**config.mk**
```make
export PLATFORM = sky130hd
export DESIGN_NAME = cst_ctrl
export DESIGN_NICKNAME = d
export VERILOG_FILES = /design/src/hw/rtl/cst_pkg.sv /design/src/hw/rtl/cst_ctrl.sv
export SDC_FILE = /design/constraint.sdc
export NUM_CORES = 1
export LEC_CHECK = 0
export BUFFER_PORTS_ARGS = -buffer_cell sky130_fd_sc_hd__buf_2
export CAP_MARGIN = 5
export CORE_AREA = 2 2 39 41
export CTS_BUF_LIST = sky130_fd_sc_hd__clkbuf_8 sky130_fd_sc_hd__clkbuf_16
export CTS_CLUSTER_DIAMETER = 80
export DETAILED_ROUTE_END_ITERATION = 12
export DIE_AREA = 0 0 41 43
export GPL_ROUTABILITY_DRIVEN = 1
export PLACE_DENSITY = 0.44
export SYNTH_ARGS = -nofsm -noshare
export SYNTH_HDL_FRONTEND = slang
export SYNTH_SLANG_ARGS = --single-unit
```
**constraint.sdc**
```tcl
create_clock -name clk -period 1.3 [get_ports clk]
set_input_delay 0.195 -clock clk [delete_from_list [all_inputs] [get_ports clk]]
set_output_delay 0.195 -clock clk [all_outputs]
set_load 0.1 [all_outputs]
```
**src/hw/rtl/cst_pkg.sv**
```systemverilog
`default_nettype none
package cst_pkg;

  localparam logic [3:0] KIND_ACQUIRE   = 4'd0;
  localparam logic [3:0] KIND_RESERVE   = 4'd1;
  localparam logic [3:0] KIND_SUCCESS   = 4'd2;
  localparam logic [3:0] KIND_FAILURE   = 4'd3;
  localparam logic [3:0] KIND_CLOSE     = 4'd4;
  localparam logic [3:0] KIND_CHECK     = 4'd5;
  localparam logic [3:0] KIND_COUNT     = 4'd6;
  localparam logic [3:0] KIND_NEXT_SEQ  = 4'd7;
  localparam logic [3:0] KIND_RESET_ALL = 4'd8;
  localparam logic [3:0] KIND_CLOSE_ALL = 4'd9;

  localparam logic [1:0] ST_EMPTY      = 2'd0;
  localparam logic [1:0] ST_CONNECTING = 2'd1;
  localparam logic [1:0] ST_READY      = 2'd2;
  localparam logic [1:0] ST_BACKOFF    = 2'd3;

  localparam logic [1:0] ADDR_IDX  = 2'd0;
  localparam logic [1:0] ADDR_CNT  = 2'd1;
  localparam logic [1:0] ADDR_BEST = 2'd2;

  localparam logic [6:0]  HEALTH_RESET = 7'd50;
  localparam logic [6:0]  HEALTH_MAX   = 7'd100;
  localparam logic [6:0]  HEALTH_PENALTY = 7'd10;
  localparam logic [6:0]  HEALTH_BONUS = 7'd8;
  localparam logic [3:0]  STREAK_MAX   = 4'd8;
  localparam logic [2:0]  SHIFT_MAX    = 3'd5;
  localparam logic [15:0] BASE_RESET   = 16'd100;
  localparam logic [19:0] MAX_RESET    = 20'd3000;
  localparam logic [0:0]  REG_BASE     = 1'b0;
  localparam logic [0:0]  REG_MAX      = 1'b1;

  typedef struct packed {
    logic [1:0]  state;
    logic        sock;
    logic        conn;
    logic        ident;
    logic [63:0] key;
    logic [6:0]  health;
    logic [3:0]  streak;
    logic [31:0] deadline;
    logic [31:0] last;
    logic [31:0] fails;
    logic [63:0] seq;
  } entry_t;

  localparam entry_t ENTRY_RESET = '{
    state: ST_EMPTY, sock: 1'b0, conn: 1'b0, ident: 1'b0, key: 64'd0,
    health: HEALTH_RESET, streak: 4'd0, deadline: 32'd0, last: 32'd0,
    fails: 32'd0, seq: 64'd0
  };

  typedef struct packed {
    logic       load;
    logic       scan;
    logic       write;
    logic       fin;
    logic [1:0] addr_sel;
  } cmd_t;

  typedef struct packed {
    logic sweep;
    logic pick;
    logic scan_op;
    logic scan_last;
    logic have;
  } status_t;

  function automatic logic tick_before(input logic [31:0] a, input logic [31:0] b);
    logic [31:0] d;
    d = a - b;
    return d[31];
  endfunction

endpackage
`default_nettype wire

```
**src/hw/rtl/cst_ctrl.sv**
```systemverilog
`default_nettype none
module cst_ctrl (
  input  wire            clk,
  input  wire            rst,
  input  wire            in_valid,
  output logic           in_ready,
  output logic           out_valid,
  input  wire            out_ready,
  output cst_pkg::cmd_t  cmd,
  input  cst_pkg::status_t stat
);

  localparam logic [1:0] S_IDLE  = 2'd0;
  localparam logic [1:0] S_EXEC  = 2'd1;
  localparam logic [1:0] S_SCAN  = 2'd2;
  localparam logic [1:0] S_APPLY = 2'd3;

  logic [1:0] state;
  logic [1:0] state_next;
  logic       out_free;

  assign in_ready = (state == S_IDLE);
  assign out_free = !out_valid || out_ready;

  always_comb begin
    state_next   = state;
    cmd          = '0;
    cmd.addr_sel = cst_pkg::ADDR_IDX;
    case (state)
      S_IDLE: begin
        if (in_valid) begin
          cmd.load   = 1'b1;
          state_next = S_EXEC;
        end
      end
      S_EXEC: begin
        if (stat.scan_op) begin
          state_next = S_SCAN;
        end else if (out_free) begin
          cmd.write  = 1'b1;
          cmd.fin    = 1'b1;
          state_next = S_IDLE;
        end
      end
      S_SCAN: begin
        cmd.addr_sel = cst_pkg::ADDR_CNT;
        cmd.scan     = 1'b1;
        cmd.write    = stat.sweep;
        if (stat.scan_last) begin
          state_next = S_APPLY;
        end
      end
      S_APPLY: begin
        cmd.addr_sel = cst_pkg::ADDR_BEST;
        if (out_free) begin
          cmd.write  = stat.pick && stat.have;
          cmd.fin    = 1'b1;
          state_next = S_IDLE;
        end
      end
      default: state_next = S_IDLE;
    endcase
  end

  always_ff @(posedge clk) begin
    if (rst) begin
      state     <= S_IDLE;
      out_valid <= 1'b0;
    end else begin
      state <= state_next;
      if (cmd.fin) begin
        out_valid <= 1'b1;
      end else if (out_ready) begin
        out_valid <= 1'b0;
      end
    end
  end

endmodule
`default_nettype wire

```
# Word-level counts from Yosys, hierarchy flattened
# Index checks and enable logic that the tools add are counted.
[word_totals]
ff_bits = 3
latchBits = 0
ram_bits = 0
romBits = 0
in_bits = 9
out_inout_bits = 8
wordCells = 29
mem_count = 0
[op_classes]
n_addsub = 0
mul = 0
n_div = 0
n_lt_le_gt_ge = 0
eq_ne = 5
shifts = 0
n_mux = 16
bitwise = 0
n_reduce_logical = 6
[ops]
columns = ["operator", "n"]
rows = [
  ["two-way mux 2 bit", 7],
  ["one-hot mux 2 bit (4 select lines)", 1],
  ["two-way mux 1 bit", 5],
  ["equality test 2 bit (second input constant)", 2],
  ["!= test 2 bit (second input constant)", 2],
  ["one-hot mux 2 bit (2 select lines)", 1],
  ["one-hot mux 1 bit (3 select lines)", 1],
  ["equality test 2 x 1 -> 1 bit (second input constant)", 1],
  ["zero test 2 bit", 1],
  ["one-hot mux 1 bit (2 select lines)", 1],
  ["AND reduction 2 bit", 1],
  ["nonzero test 2 bit", 1],
  ["logical AND 1 bit", 1],
  ["zero test 1 bit", 1],
  ["logical OR 1 bit", 1],
]

# Longest topological paths before layout
[depth]
word_depth = 6
depth_mapped = 4
ltp_nobuf = 3

# Worst setup path after synthesis
# OpenSTA, ideal clock, no wires.
[synth_path]
path_kind = "register -> output"
startpoint = "register state[1]"
endpoint = "output port cmd[3] (netlist bit)"
t_arrival_ns = 2.798
required_ns = 1.105
setup_slack_ns = -1.693
path_stages_with_launch = 4
n_path_buf = 1
cell_sequence = "dfxtp_1 buf_2 nor2b_1 a32o_1"
[synth_rtl]
columns = ["element", "line", "text"]
rows = [
  ["from (decl)", "cst_ctrl.sv:18", "logic [1:0] state;"],
  ["from (signal assigned)", "cst_ctrl.sv:70", "state <= state_next;"],
  ["to (decl)", "cst_ctrl.sv:9", "output cst_pkg::cmd_t cmd,"],
]

==> run summary <==
Placeable Area: 1380 um^2
Mapped Nets: 37
Part of the Yosys area used for sequential elements: 0.300
Area occupied by multi-input gates: 170 um^2
Final Hold Vio Count: 0
Clock insertion delay at the later pin of the skew report: 220 ps
Rel. slew slack: 0.680
Leakage power: 0.259 nW
Pre-Repair DR Iteration Count: 2
CTS sink count: 3
Highest metal used: met4
Htree depth: 1
Initial core utilization: 0.145
Design area: 581 um^2
Initial antenna violation count: 0
CTS max path bufs: 2
Metal-1 WL: 260 um
Initial DRC Count: 2
Pwr Density: 1360 nW/um^2
Seq cells post-synth: 3
Most common cell in the netlist: a21oi_1
First-pass GRT wire length: 1100 um
Status: complete, but fails checks
Fraction of the cycle the final worst path needs: 1.03
ANT nets after route: 0
Post-Route WL: 645 um
Area share of the largest cell type after synthesis: 0.300
Fin util: 0.420
Fin Setup TNS: -46.8 ps
CP required: 1110 ps
Cell taking the most area after synthesis: dfxtp_1
Maximum VDD drop: 705 uV
Worst stage delay on the critical path: 320 ps
Share of cells above drive strength 1: 0.741
Pin count of the biggest net entering global routing: 9
CP Class: reg -> out
Drt wl/cell: 9.21 um
Post-Place Setup Slack: 85.6 ps
Number of global-route vias before repair: 288
Placed instance area: 473 um^2
Metal2 WL: 280 um
CP top delay family: flip-flops
Unrepaired setup endpoints after global routing: true
Endpoint type of the worst setup path: output pin
Synth Instances: 28
Worst Setup SP: state[0]
Total CTS buffers: 3
Fraction of registers with async set/reset: 0
Max cap viols: 0
Min-delay src: rst
Largest cells by area after synthesis: dfxtp_1 30%, a21oi_1 10%, nor2b_1 9.4%, and2_1 6.3%, nor2_1 5.6%
# port buffers: 16
GRT Util Overall: 0.0962
CTS root buffer: clkbuf_8
Fmax: 744 MHz
Die area: 1760 um^2
Critical path cell sequence: buf_12 > a32o_4 > buf_12
CP Data Arrival Time: 1150 ps
Seq. cell area: 68.8 um^2
Final setup fails: 2
Antenna Cells: 0
CTS tree: done
Fin. max-slew vios: 0
Met3 wire len: 89 um
GRT overflow: 0
Top cells by count, synth: 4 x a21oi_1, 3 x dfxtp_1, 3 x nor2_1, 3 x nor2b_1
Clk_skew: 1.96 ps
Via count: 290
Mean Syn Cell Area: 7.15 um^2
Final worst path period need: 1340 ps
Most used cell, CP: buf_12
I/O Pins: 17
Net count, final: 64
PnR worst setup slack: -44.4 ps
Worst-path clk slew: 30 ps
Yosys Warn Count: 0
Number of buffers and inverters on the critical path: 2
WHS: 167 ps
Violated checks: negative setup slack
Via density: 4.14
Worst hold path class: in -> reg
CP max stage cell: dfxtp_2
Critical Path Fanout Max: 7
Final routed DRC violation total: 0
Distinct cells, synth: 16
Rows: 14
Placer congestion estimate: 0.713
Die Height: 43 um
R2r startpoint: state[0]
Type of origin of the critical path: flip-flop
Top FF cell, synth: dfxtp_1
Post-synth EDFFs: 0
Area grow syn2layout: 190%
Die width: 41 um
Mapped cell area: 200 um^2
Worst-margin pin slew: 484 ps
Fillers: 132
## area by class of cell
type                       instances  area share
timing repair buffer              24       0.457
multi-input combinational         20       0.293
sequential                         3       0.119
clock buffer                       3      0.0711
tap                               16      0.0345
inverter                           3      0.0194
clock inverter                     1     0.00647
## metrics by stage
stage / power [mW] / cells
5_1_grt: 0.826 / 70
2_1_floorplan: 0.362 / 28
6_report: 0.792 / 70
3_3_place_gp: 0.499 / 61
3_5_place_dp: 0.499 / 61
4_1_cts: 0.801 / 70
## repair_timing
action	CTS	global route
buffers inserted	5	0
pin swaps	4	3
hold buffers	0	0
gates resized for setup	5	2
cloned	0	0
endpoints found under the setup margin	4	5
## routing by layer
metal / up-vias / track usage
met5: - / 0
met4: 0 / 0.0800
met1: 122 / 0.115
met2: 19 / 0.119
met3: 2 / 0.0524
li1: 147 / -
## placed cells by master, fill, tap and decap left out
cell type  count
nor2b_4        2
nand2b_1       1
buf_4          5
buf_2          9
dfxtp_4        2
o21ai_2        1
buf_12         8
and2_4         1
dfxtp_2        1
a21oi_1        4
o21ai_0        2
o221a_1        1
a32o_4         1
nand3_2        1
inv_2          1
buf_6          2
and2_2         1
inv_1          3
nor2b_1        1
or3_1          1
nor2_1         1
nor2_4         2
clkbuf_8       3
## state kept, by name, summed over array words and instances (netlist names)
name       cells
out_valid      1
state          2
## cell families (layout without fill, tap and decap cells)
logic type	after synthesis	after routing	share of synthesized area
and+or+nand+nor	11	11	0.300
AOI/OAI and AO/OA	9	9	0.281
DFF	3	3	0.300
buffers and inverters	5	31	0.119
## where the power goes
group | internal, mW | switching, mW
Sequential | 0.102 | 0.0107
Combinational | 0.173 | 0.244
Clock | 0.201 | 0.0623
## final timing paths
check | end | slack (ps) | cells past startpoint
max reg2reg | state[1] | 150 | 5
min reg2reg | state[1] | 550 | 2
max | cmd[3] | -40 | 3
min | out_valid | 170 | 2
Power figures use the tool's default switching activity.
